`config.mk`:
```
export PLATFORM = sky130hd
export DESIGN_NAME = block_bit_unpacker_with_reference_unit_flat
export DESIGN_NICKNAME = d
export VERILOG_FILES = /design/src/rtl/bbu_pkg.sv /design/src/rtl/bbu_chan_if.sv /design/src/rtl/block_bit_unpacker_with_reference_unit.sv /design/src/rtl/bbu_lane.sv /design/src/rtl/bbu_merge.sv /design/src/flat_wrapper.sv
export VERILOG_INCLUDE_DIRS = /design/src /design/src/rtl
export SDC_FILE = /design/constraint.sdc
export NUM_CORES = 1
export LEC_CHECK = 0
export ABC_AREA = 1
export ABC_CLOCK_PERIOD_IN_PS = 1700
export BUFFER_PORTS_ARGS = -buffer_cell sky130_fd_sc_hd__buf_2
export CAP_MARGIN = 10
export CORE_AREA = 4 4 430 432
export CTS_BUF_LIST = sky130_fd_sc_hd__clkbuf_8 sky130_fd_sc_hd__clkbuf_16
export DETAILED_ROUTE_END_ITERATION = 8
export DIE_AREA = 0 0 434 436
export PLACE_DENSITY_LB_ADDON = 0.15
export SYNTH_ARGS = -nofsm -noshare
export SYNTH_HDL_FRONTEND = slang
export SYNTH_HIERARCHICAL = 1
export SYNTH_SLANG_ARGS = --single-unit
```
`constraint.sdc`:
```
create_clock -name clock -period 1.7 [get_ports clock]
set_clock_uncertainty 0.1 [all_clocks]
set_input_delay 0.085 -clock clock [delete_from_list [all_inputs] [get_ports clock]]
set_output_delay 0.085 -clock clock [all_outputs]
set_load 0.02 [all_outputs]
```
`src/rtl/block_bit_unpacker_with_reference_unit_defines.svh`:
```
// assertion macros for the unpacker rtl
// depends on nothing; taken in by the top level, the only file that checks its own logic
`ifndef BLOCK_BIT_UNPACKER_WITH_REFERENCE_UNIT_DEFINES_SVH
`define BLOCK_BIT_UNPACKER_WITH_REFERENCE_UNIT_DEFINES_SVH

// consequent must hold in the same cycle as the antecedent
`define BBU_ASSERT_SAME(label, clk, rst, ante, cons, msg) \
   label: assert property (@(posedge clk) disable iff (rst) (ante) |-> (cons)) \
      else $error(msg);

// consequent must hold in the cycle after the antecedent
`define BBU_ASSERT_NEXT(label, clk, rst, ante, cons, msg) \
   label: assert property (@(posedge clk) disable iff (rst) (ante) |=> (cons)) \
      else $error(msg);

`endif

```
`src/rtl/bbu_pkg.sv`:
```
// shared types, constants and functions of the bit unpacker
// depends on nothing; used by the top level, the lanes and the merge stage
package bbu_pkg;

   localparam int BLOCK_SAMPLES = 64;
   localparam int LANES         = 8;
   localparam int GROUPS        = BLOCK_SAMPLES / LANES;
   localparam int GRP_W         = $clog2(GROUPS);
   localparam int WORDS_MAX     = 16;
   localparam int WIDX_W        = $clog2(WORDS_MAX);
   localparam int CNT_W         = $clog2(WORDS_MAX + 1);

   // request commands
   localparam logic CMD_HEADER = 1'b0;
   localparam logic CMD_DATA   = 1'b1;

   // width codes with a layout of their own; anything above is raw 16-bit
   localparam logic [4:0] CODE_W0  = 5'd0;
   localparam logic [4:0] CODE_W1  = 5'd1;
   localparam logic [4:0] CODE_W2  = 5'd2;
   localparam logic [4:0] CODE_W3  = 5'd3;
   localparam logic [4:0] CODE_W4  = 5'd4;
   localparam logic [4:0] CODE_W5  = 5'd5;
   localparam logic [4:0] CODE_W6  = 5'd6;
   localparam logic [4:0] CODE_W7  = 5'd7;
   localparam logic [4:0] CODE_W8  = 5'd8;
   localparam logic [4:0] CODE_W9  = 5'd9;
   localparam logic [4:0] CODE_W10 = 5'd10;

   // one lane's bytes of every stored word
   typedef logic [WORDS_MAX-1:0][7:0] byte_arr_type;
   typedef logic [LANES-1:0][15:0]    sample_arr_type;

   typedef struct packed {
      logic        cmd;
      logic [4:0]  width_code;
      logic [15:0] reference;
      logic [7:0]  lane0_byte;
      logic [7:0]  lane1_byte;
      logic [7:0]  lane2_byte;
      logic [7:0]  lane3_byte;
      logic [7:0]  lane4_byte;
      logic [7:0]  lane5_byte;
      logic [7:0]  lane6_byte;
      logic [7:0]  lane7_byte;
   } req_payload_type;

   typedef struct packed {
      logic [15:0]      sample0;
      logic [15:0]      sample1;
      logic [15:0]      sample2;
      logic [15:0]      sample3;
      logic [15:0]      sample4;
      logic [15:0]      sample5;
      logic [15:0]      sample6;
      logic [15:0]      sample7;
      logic [GRP_W-1:0] group_index;
      logic             last_of_block;
   } rsp_payload_type;

   // control from the sequencer to the merge stage
   typedef struct packed {
      logic             load;
      logic [GRP_W-1:0] group;
      logic             last;
   } grp_ctrl_type;

   // packed words per block for a width code
   function automatic logic [CNT_W-1:0] words_for_code(input logic [4:0] code);
      logic [CNT_W-1:0] n;
      unique case (code) inside
         CODE_W0:           n = CNT_W'(0);
         CODE_W1:           n = CNT_W'(1);
         CODE_W2:           n = CNT_W'(2);
         CODE_W3:           n = CNT_W'(3);
         CODE_W4:           n = CNT_W'(4);
         CODE_W5:           n = CNT_W'(5);
         CODE_W6:           n = CNT_W'(6);
         CODE_W7, CODE_W8:  n = CNT_W'(8);
         CODE_W9, CODE_W10: n = CNT_W'(10);
         default:           n = CNT_W'(WORDS_MAX);
      endcase
      return n;
   endfunction

endpackage

```
`src/rtl/bbu_chan_if.sv`:
```
// valid/ready channel carrying one payload struct
// depends on nothing; payload type given where the channel is instantiated
interface bbu_chan_if #(
   parameter type payload_type = logic
) ();

   logic        valid;
   logic        ready;
   payload_type data;

   modport source (output valid, output data, input ready);
   modport sink   (input valid, input data, output ready);

endinterface

```
`src/rtl/block_bit_unpacker_with_reference_unit.sv`:
```
// top level of the frame-of-reference bit unpacker
// depends on bbu_pkg, bbu_chan_if, bbu_lane, bbu_merge and the defines header
//
//   channel    dir  payload                                   handshake
//   req_chan   in   cmd, width_code, reference, lane0..7_byte  valid/ready
//   rsp_chan   out  sample0..7, group_index, last_of_block     valid/ready
//
// a header or a data word is taken on each req_chan handshake; the last word of a block
// (or a header of width zero) starts the emit of eight groups, one group per cycle
// while rsp_chan.ready stays high, through the eight lanes and the merge register,
// with req_chan.ready low. a stalled response holds the emit sequencer on its group.
// reset is synchronous and clears control only; the word store is not
// cleared, every block writes all its words before they are read.
`include "block_bit_unpacker_with_reference_unit_defines.svh"

module block_bit_unpacker_with_reference_unit
   import bbu_pkg::*;
(
   input  logic       clock,
   input  logic       reset,
   bbu_chan_if.sink   req_chan,
   bbu_chan_if.source rsp_chan
);

   typedef enum logic [1:0] {
      ST_COLLECT = 2'b01,
      ST_EMIT    = 2'b10
   } state_type;

   state_type              state_ff, state_in;
   logic [4:0]             width_ff, width_in;
   logic [15:0]            base_ff, base_in;
   logic [CNT_W-1:0]       count_ff, count_in;
   logic                   open_ff, open_in;
   logic [GRP_W-1:0]       grp_ff, grp_in;
   logic [LANES-1:0][WORDS_MAX-1:0][7:0] store_ff;

   req_payload_type        req;
   logic [LANES-1:0][7:0]  req_bytes;
   logic                   req_fire;
   logic                   store_we;
   logic [CNT_W:0]         count_inc;
   logic                   can_load;
   grp_ctrl_type           grp;
   sample_arr_type         samples;

   assign req       = req_chan.data;
   assign req_bytes = {req.lane7_byte, req.lane6_byte, req.lane5_byte, req.lane4_byte,
                       req.lane3_byte, req.lane2_byte, req.lane1_byte, req.lane0_byte};

   assign req_chan.ready = (state_ff == ST_COLLECT);
   assign req_fire       = req_chan.valid && req_chan.ready;
   assign count_inc      = {1'b0, count_ff} + (CNT_W+1)'(1);
   assign store_we       = req_fire && (req.cmd == CMD_DATA) && open_ff;

   // emit one group whenever the merge register can take it
   assign grp.load  = (state_ff == ST_EMIT) && can_load;
   assign grp.group = grp_ff;
   assign grp.last  = (grp_ff == GRP_W'(GROUPS - 1));

   // block sequencer
   always_comb begin
      state_in = state_ff;
      width_in = width_ff;
      base_in  = base_ff;
      count_in = count_ff;
      open_in  = open_ff;
      grp_in   = grp_ff;
      unique case (state_ff)
         ST_COLLECT: begin
            if (req_fire && (req.cmd == CMD_HEADER)) begin
               // a new header drops any block still open
               width_in = req.width_code;
               base_in  = req.reference;
               count_in = '0;
               grp_in   = '0;
               if (words_for_code(req.width_code) == '0) begin
                  open_in  = 1'b0;
                  state_in = ST_EMIT;
               end else begin
                  open_in = 1'b1;
               end
            end else if (store_we) begin
               if (count_inc >= {1'b0, words_for_code(width_ff)}) begin
                  count_in = '0;
                  open_in  = 1'b0;
                  grp_in   = '0;
                  state_in = ST_EMIT;
               end else begin
                  count_in = count_inc[CNT_W-1:0];
               end
            end
         end
         ST_EMIT: begin
            if (grp.load) begin
               grp_in = grp_ff + GRP_W'(1);
               if (grp.last) begin
                  state_in = ST_COLLECT;
               end
            end
         end
         default: state_in = ST_COLLECT;
      endcase
   end

   always_ff @(posedge clock) begin
      if (reset) begin
         state_ff <= ST_COLLECT;
         width_ff <= '0;
         base_ff  <= '0;
         count_ff <= '0;
         open_ff  <= 1'b0;
         grp_ff   <= '0;
      end else begin
         state_ff <= state_in;
         width_ff <= width_in;
         base_ff  <= base_in;
         count_ff <= count_in;
         open_ff  <= open_in;
         grp_ff   <= grp_in;
      end
   end

   // word store, one byte column per lane
   always_ff @(posedge clock) begin
      if (store_we) begin
         for (int j = 0; j < LANES; j++) begin
            store_ff[j][count_ff[WIDX_W-1:0]] <= req_bytes[j];
         end
      end
   end

   // eight lanes, raw mode pairs each lane with two byte columns
   for (genvar l = 0; l < LANES; l++) begin : g_lane
      bbu_lane u_lane (
         .code      (width_ff),
         .group     (grp_ff),
         .base      (base_ff),
         .own_bytes (store_ff[l]),
         .raw_lo    (store_ff[2 * (l % 4)]),
         .raw_hi    (store_ff[2 * (l % 4) + 1]),
         .half      (1'(l / 4)),
         .sample    (samples[l])
      );
   end

   bbu_merge u_merge (
      .clock    (clock),
      .reset    (reset),
      .grp      (grp),
      .samples  (samples),
      .can_load (can_load),
      .rsp_chan (rsp_chan)
   );

   // checks on the sequencer
   `BBU_ASSERT_NEXT(a_last_group_ends_emit, clock, reset,
      grp.load && grp.last, state_ff == ST_COLLECT, "emit did not end after last group")
   `BBU_ASSERT_NEXT(a_zero_header_emits, clock, reset,
      req_fire && (req.cmd == CMD_HEADER) && (req.width_code == CODE_W0),
      (state_ff == ST_EMIT) && (grp_ff == '0) && !open_ff,
      "zero-width header did not start emitting")
   `BBU_ASSERT_NEXT(a_stray_data_ignored, clock, reset,
      req_fire && (req.cmd == CMD_DATA) && !open_ff,
      (state_ff == ST_COLLECT) && $stable(count_ff), "data outside a block was used")
   `BBU_ASSERT_SAME(a_count_bounded, clock, reset,
      1'b1, count_ff < CNT_W'(WORDS_MAX), "word count out of range")
   `BBU_ASSERT_SAME(a_emit_no_open_block, clock, reset,
      state_ff == ST_EMIT, !open_ff && (count_ff == '0), "block left open during emit")

endmodule

```
`src/rtl/bbu_lane.sv`:
```
// one unpacking lane: extracts a lane's sample of the current group
// depends on bbu_pkg
module bbu_lane
   import bbu_pkg::*;
(
   input  logic [4:0]       code,
   input  logic [GRP_W-1:0] group,
   input  logic [15:0]      base,
   input  byte_arr_type     own_bytes,
   input  byte_arr_type     raw_lo,
   input  byte_arr_type     raw_hi,
   input  logic             half,
   output logic [15:0]      sample
);

   // bit layouts of every width code for one lane and one group
   function automatic logic [15:0] unpack(
      input logic [4:0]       c,
      input logic [GRP_W-1:0] g,
      input byte_arr_type     b,
      input byte_arr_type     lo,
      input byte_arr_type     hi,
      input logic             h
   );
      logic [WIDX_W-1:0] k;
      logic [7:0]        sh;
      logic [15:0]       v;
      k  = {g, h};
      sh = '0;
      v  = '0;
      unique case (c) inside
         CODE_W0: v = '0;
         CODE_W1: begin
            sh = b[0] >> g;
            v  = {15'd0, sh[0]};
         end
         CODE_W2: begin
            sh = b[{3'd0, g[2]}] >> {g[1:0], 1'b0};
            v  = {14'd0, sh[1:0]};
         end
         CODE_W3: begin
            case (g)
               3'd0:    v = {13'd0, b[0][2:0]};
               3'd1:    v = {13'd0, b[0][5:3]};
               3'd2:    v = {13'd0, b[2][6], b[0][7:6]};
               3'd3:    v = {13'd0, b[1][2:0]};
               3'd4:    v = {13'd0, b[1][5:3]};
               3'd5:    v = {13'd0, b[2][7], b[1][7:6]};
               3'd6:    v = {13'd0, b[2][2:0]};
               default: v = {13'd0, b[2][5:3]};
            endcase
         end
         CODE_W4: begin
            sh = b[{2'd0, g[2:1]}] >> {g[0], 2'b00};
            v  = {12'd0, sh[3:0]};
         end
         CODE_W5: begin
            case (g)
               3'd5:    v = {11'd0, b[3][6:5], b[0][7:5]};
               3'd6:    v = {11'd0, b[4][6:5], b[1][7:5]};
               3'd7:    v = {11'd0, b[4][7], b[3][7], b[2][7:5]};
               default: v = {11'd0, b[{1'b0, g}][4:0]};
            endcase
         end
         CODE_W6: begin
            case (g)
               3'd6:    v = {10'd0, b[2][7:6], b[1][7:6], b[0][7:6]};
               3'd7:    v = {10'd0, b[5][7:6], b[4][7:6], b[3][7:6]};
               default: v = {10'd0, b[{1'b0, g}][5:0]};
            endcase
         end
         CODE_W7, CODE_W8: v = {8'd0, b[{1'b0, g}]};
         CODE_W9, CODE_W10: begin
            // low groups take their top bits from word four, high groups from word nine
            if (!g[2]) begin
               sh = b[4] >> {g[1:0], 1'b0};
               v  = {6'd0, sh[1:0], b[{2'd0, g[1:0]}]};
            end else begin
               sh = b[9] >> {g[1:0], 1'b0};
               v  = {6'd0, sh[1:0], b[{1'b0, g} + 4'd1]};
            end
         end
         // raw little-endian pairs taken from the two partner lanes
         default: v = {hi[k], lo[k]};
      endcase
      return v;
   endfunction

   // reference added, wrapping at sixteen bits
   assign sample = unpack(code, group, own_bytes, raw_lo, raw_hi, half) + base;

endmodule

```
`src/rtl/bbu_merge.sv`:
```
// merge stage: gathers the lane samples into one registered response
// depends on bbu_pkg and bbu_chan_if
module bbu_merge
   import bbu_pkg::*;
(
   input  logic            clock,
   input  logic            reset,
   input  grp_ctrl_type    grp,
   input  sample_arr_type  samples,
   output logic            can_load,
   bbu_chan_if.source      rsp_chan
);

   logic            valid_ff, valid_in;
   rsp_payload_type data_ff, data_in;

   // the register is free when empty or being drained this cycle
   assign can_load = !valid_ff || rsp_chan.ready;

   // next response contents
   always_comb begin
      valid_in = valid_ff;
      data_in  = data_ff;
      if (grp.load) begin
         valid_in              = 1'b1;
         data_in.sample0       = samples[0];
         data_in.sample1       = samples[1];
         data_in.sample2       = samples[2];
         data_in.sample3       = samples[3];
         data_in.sample4       = samples[4];
         data_in.sample5       = samples[5];
         data_in.sample6       = samples[6];
         data_in.sample7       = samples[7];
         data_in.group_index   = grp.group;
         data_in.last_of_block = grp.last;
      end else if (rsp_chan.ready) begin
         valid_in = 1'b0;
      end
   end

   always_ff @(posedge clock) begin
      if (reset) begin
         valid_ff <= 1'b0;
      end else begin
         valid_ff <= valid_in;
      end
   end

   always_ff @(posedge clock) begin
      data_ff <= data_in;
   end

   assign rsp_chan.valid = valid_ff;
   assign rsp_chan.data  = data_ff;

endmodule
```
`src/flat_wrapper.sv`:
```
// flat-port wrapper written by rule: the top's interface ports become plain ports
module block_bit_unpacker_with_reference_unit_flat import bbu_pkg::*;
  (clock, reset, req_chan_valid, req_chan_data, req_chan_ready, rsp_chan_valid, rsp_chan_data, rsp_chan_ready);
  bbu_chan_if req_chan_i ();
  bbu_chan_if rsp_chan_i ();
  input  logic clock;
  input  logic reset;
  input wire logic [$bits(req_chan_i.valid)-1:0] req_chan_valid;
  input wire logic [$bits(req_chan_i.data)-1:0] req_chan_data;
  output wire logic [$bits(req_chan_i.ready)-1:0] req_chan_ready;
  output wire logic [$bits(rsp_chan_i.valid)-1:0] rsp_chan_valid;
  output wire logic [$bits(rsp_chan_i.data)-1:0] rsp_chan_data;
  input wire logic [$bits(rsp_chan_i.ready)-1:0] rsp_chan_ready;
  assign req_chan_i.valid = req_chan_valid;
  assign req_chan_i.data = req_chan_data;
  assign req_chan_ready = req_chan_i.ready;
  assign rsp_chan_valid = rsp_chan_i.valid;
  assign rsp_chan_data = rsp_chan_i.data;
  assign rsp_chan_i.ready = rsp_chan_ready;
  block_bit_unpacker_with_reference_unit u_core (.clock(clock), .reset(reset), .req_chan(req_chan_i), .rsp_chan(rsp_chan_i));
endmodule
```
### Word-level counts from Yosys, hierarchy flattened

Cells that the tools add are included.

* register bits: 7
* input bits: 5
* output and inout bits: 3
* word-level logic and storage cells: 33

* add/subtract/negate cells: 1
* equal/unequal tests: 7
* mux-type cells: 12
* reductions and logical operators: 9

Operators by type and width (number)
* $mux 5: 2
* $mux 2: 4
* $mux 3: 2
* $ne 2x2->1 const B: 3
* $pmux 3 s2: 1
* $logic_not 5->1: 1
* $pmux 2 s2: 1
* $reduce_and 4->1: 1
* $reduce_bool 2->1: 2
* $add 3x1->3 const B: 1
* $eq 3x3->1 const B: 1
* $reduce_and 3->1: 1
* $eq 2x1->1 const B: 1
* $eq 2x2->1 const B: 1
* $logic_and 1x1->1: 2
* $mux 1: 2
* $ne 2x1->1 const B: 1
* $logic_not 1->1: 1
* $logic_or 1x1->1: 1

### Longest topological paths before layout

* depth in word-level cells: 8
* depth in mapped cells: 8
* gate-level depth less buffers: 8

### Cells and area by module

Netlist, hierarchy kept.

By module, submodules not included
* bbu_lane at u_core.g_lane[1].u_lane ...: instances 6, cells an instance 1403, area an instance 6713.9 µm², seq. area each 0.0 µm²
* bbu_lane at u_core.g_lane[7].u_lane: instances 1, cells an instance 1409, area an instance 6831.6 µm², seq. area each 0.0 µm²
* bbu_lane at u_core.g_lane[0].u_lane: instances 1, cells an instance 1389, area an instance 6652.6 µm², seq. area each 0.0 µm²
* block_bit_unpacker_with_reference_unit: instances 1, cells an instance 46, area an instance 327.8 µm², seq. area each 100.1 µm²
* bbu_merge: instances 1, cells an instance 6, area an instance 72.6 µm², seq. area each 50.0 µm²

### Worst setup path before layout

Ideal clock, no wire load.

* kind: register to register
* from: reg u_core.grp_ff[1]
* to: reg u_core.state_ff[0]
* library setup time: 114 ps
* arrival time: 1546 ps
* data required time: 1486 ps
* slack: -60 ps
* cell stages (with the launch flop): 8
* path buffers: 0
* period minus slack after synthesis: 1760 ps
* cell sequence: dfxtp_1 ha_1 ha_1 inv_1 nand2_1 nand4_1 nand2_1 nand2_1

RTL lines
* start, declared: line block_bit_unpacker_with_reference_unit.sv:35 `logic [GRP_W-1:0] grp_ff, grp_in;`
* start signal, assigned: line block_bit_unpacker_with_reference_unit.sv:120 `grp_ff <= grp_in;`
* end signal, assigned: line block_bit_unpacker_with_reference_unit.sv:115 `state_ff <= state_in;`
* end, declared: line block_bit_unpacker_with_reference_unit.sv:30 `state_type state_ff, state_in;`

==> results.json <==
{
  "status": "finished, final reports clean",
  "cts_made_buffers": 3,
  "cp_max_fo": 2,
  "finalSetupTns_ps": 0,
  "power.density_mw_per_mm2": 199,
  "report.final.slew_viol_count": 0,
  "grt_start_max_net_pins": 7,
  "slowest_delay_ps": 310,
  "fin_crit_ps": 1290,
  "drive_above_1_share": 0.230,
  "dp_hpwl_um": 696,
  "ys.warnings.count": 6,
  "cp_slowest_cell": "dfxtp_1",
  "die_h_um": 436,
  "grt_first_pass_wirelength_um": 1490,
  "setup_viol": 0,
  "seqPwrFrac": 0.281,
  "core_area_sq_mm": 0.181,
  "pin_count": 8,
  "placed_area_sq_mm": 0.00339,
  "switching_share": 0.229,
  "synthCells": 50,
  "p_int_uw": 532,
  "cts_sinks": 7,
  "route.vias.total": 312,
  "wire_per_inst_um": 0.348,
  "instances_no_fill": 2431,
  "stdcell_area_sq_mm": 0.00348,
  "io_buffers": 6,
  "whs_ps": 33.8,
  "critPathArrivalTime_ps": 1310,
  "root_buffer": "clkbuf_16",
  "p_comb_frac": 0.143,
  "power_switching_uw": 158,
  "relSlewSlack": 0.882,
  "hold_viol": 0,
  "start_util": 0.00218,
  "maxCapViolations": 0,
  "p_leak_nw": 0.297,
  "track_usage": 0.00104,
  "end_kind": "flip-flop",
  "worstSkewPairLatency_ps": 230,
  "critPathBufInv": 1,
  "start_kind": "flip-flop",
  "multi_input_area_sq_um": 198,
  "htreeDepth": 1,
  "clk_pin_slew_ps": 40,
  "fmax_mhz": 773,
  "dr.pass1.iters": 2,
  "post_drt_via_cell_ratio": 0.128,
  "clkPwrFrac": 0.576,
  "place_inst": 2426,
  "critPathTopFamily": "adder cells",
  "timing_worst_setup_path_type": "flip-flop to flip-flop",
  "num-nets-final": 72,
  "dieWidth_um": 434,
  "antenna_found_initial": 0,
  "grt_overflow": 0,
  "cts_tree": "done",
  "cts_setup_buffers": 0,
  "syn_to_final_growth_pct": 785,
  "synth_area_sq_um": 393,
  "gp_congestion": 0.483,
  "grt_pass1_vias": 304,
  "crit_chain": "ha_1, ha_1, inv_1, nand2_1, nand3_1, nand2_1, nand2_1, nand2_1",
  "totalWireLength_um": 847,
  "peakVddDrop_v": 0.000240,
  "cts_max_path_buffers": 2,
  "rows": 156,
  "fillerInstances": 21500,
  "tightest_slew_ps": 176,
  "crit_top_cell": "nand2_1",
  "syn_nets": 60,
  "drtIter0Drc": 10,
  "fin_crit_sh": 0.761,
  "die-area_sq_mm": 0.189,
  "drc": 0,
  "drt.antenna.violating_nets": 0,
  "syn_area_per_cell_sq_um": 7.86,
  "hold_class": "input port to flip-flop",
  "rsz0062_at_grt": "no",
  "regArea_sq_um": 150,
  "cp.required_ps": 1720,
  "diodes": 0
}
## per-stage QoR
stage               power (mW)    util  worst slack, ps
finish                   0.690  0.0193              406
CTS                      0.699  0.0193              397
floorplan                0.270       -              446
global route             0.730  0.0193              283
detailed placement       0.294  0.0188              401
global placement         0.297  0.0188              378
## layer usage
| metal | wire, um | part of all wire | track usage |
|---|---|---|---|
| met5 | 0 | 0 | 0 |
| met4 | 27 | 0.032 | 0.00114 |
| met3 | 17 | 0.020 | 0.000411 |
| met2 | 389 | 0.46 | 0.00136 |
| met1 | 413 | 0.49 | 0.00120 |
## path summary, 6_finish.rpt
check                                        startpoint                                         end  slack, ps  cells past startpoint
max                       u_core/grp_ff[0]$_SDFFE_PP0P_             u_core/state_ff[0]$_SDFFE_PP1P_        410                      8
min                                      rsp_chan_ready  u_core/u_merge/rsp_chan.valid$_SDFFE_PP0P_         30                      4
max reg2reg               u_core/grp_ff[0]$_SDFFE_PP0P_             u_core/state_ff[0]$_SDFFE_PP1P_        410                      8
min reg2reg  u_core/u_merge/rsp_chan.valid$_SDFFE_PP0P_  u_core/u_merge/rsp_chan.valid$_SDFFE_PP0P_        390                      2
## registers in the layout, indices dropped and copies added (netlist names)
register / cells
u_core/u_merge/rsp_chan.valid: 1
u_core/grp_ff: 3
u_core/u_merge/rsp_chan.data: 1
u_core/state_ff: 2
## worst min-delay path, stage by stage
cell,delay (ps)
buf_2,70
inv_1,40
nand2_2,70
a21oi_2,50
## cell type report
cell class,count,share of cell area
Tap cell,2370,0.853
Multi-Input combinational cell,31,0.0569
Sequential cell,7,0.0432
Clock buffer,3,0.0216
Inverter,12,0.0130
Timing Repair Buffer,7,0.0115
Clock inverter,1,0.00108
## power by group through the flow
stage / logic, mW / registers, mW / clock network, mW
after floorplan: 0.0754 / 0.195 / 0
after global placement: 0.100 / 0.196 / 0
after detailed placement: 0.0977 / 0.196 / 0
after CTS: 0.0999 / 0.194 / 0.405
after global routing: 0.113 / 0.197 / 0.421
final: 0.0988 / 0.194 / 0.397
## layout by cell type (no fill, tap or decap), types with 3 or more instances in the layout
master and instances:
a21oi_1 4, buf_2 6, clkbuf_16 3, dfxtp_1 6
ha_1 5, inv_1 13, nand2_1 12, nand2_2 3
nor2_1 3
## repair_timing
action / CTS / global route
hold buffers: 1 / 0
hold endpoints to repair: 2 / 0
resized for setup: 0 / 0
Note: power is estimated with default switching activity, not from simulation.
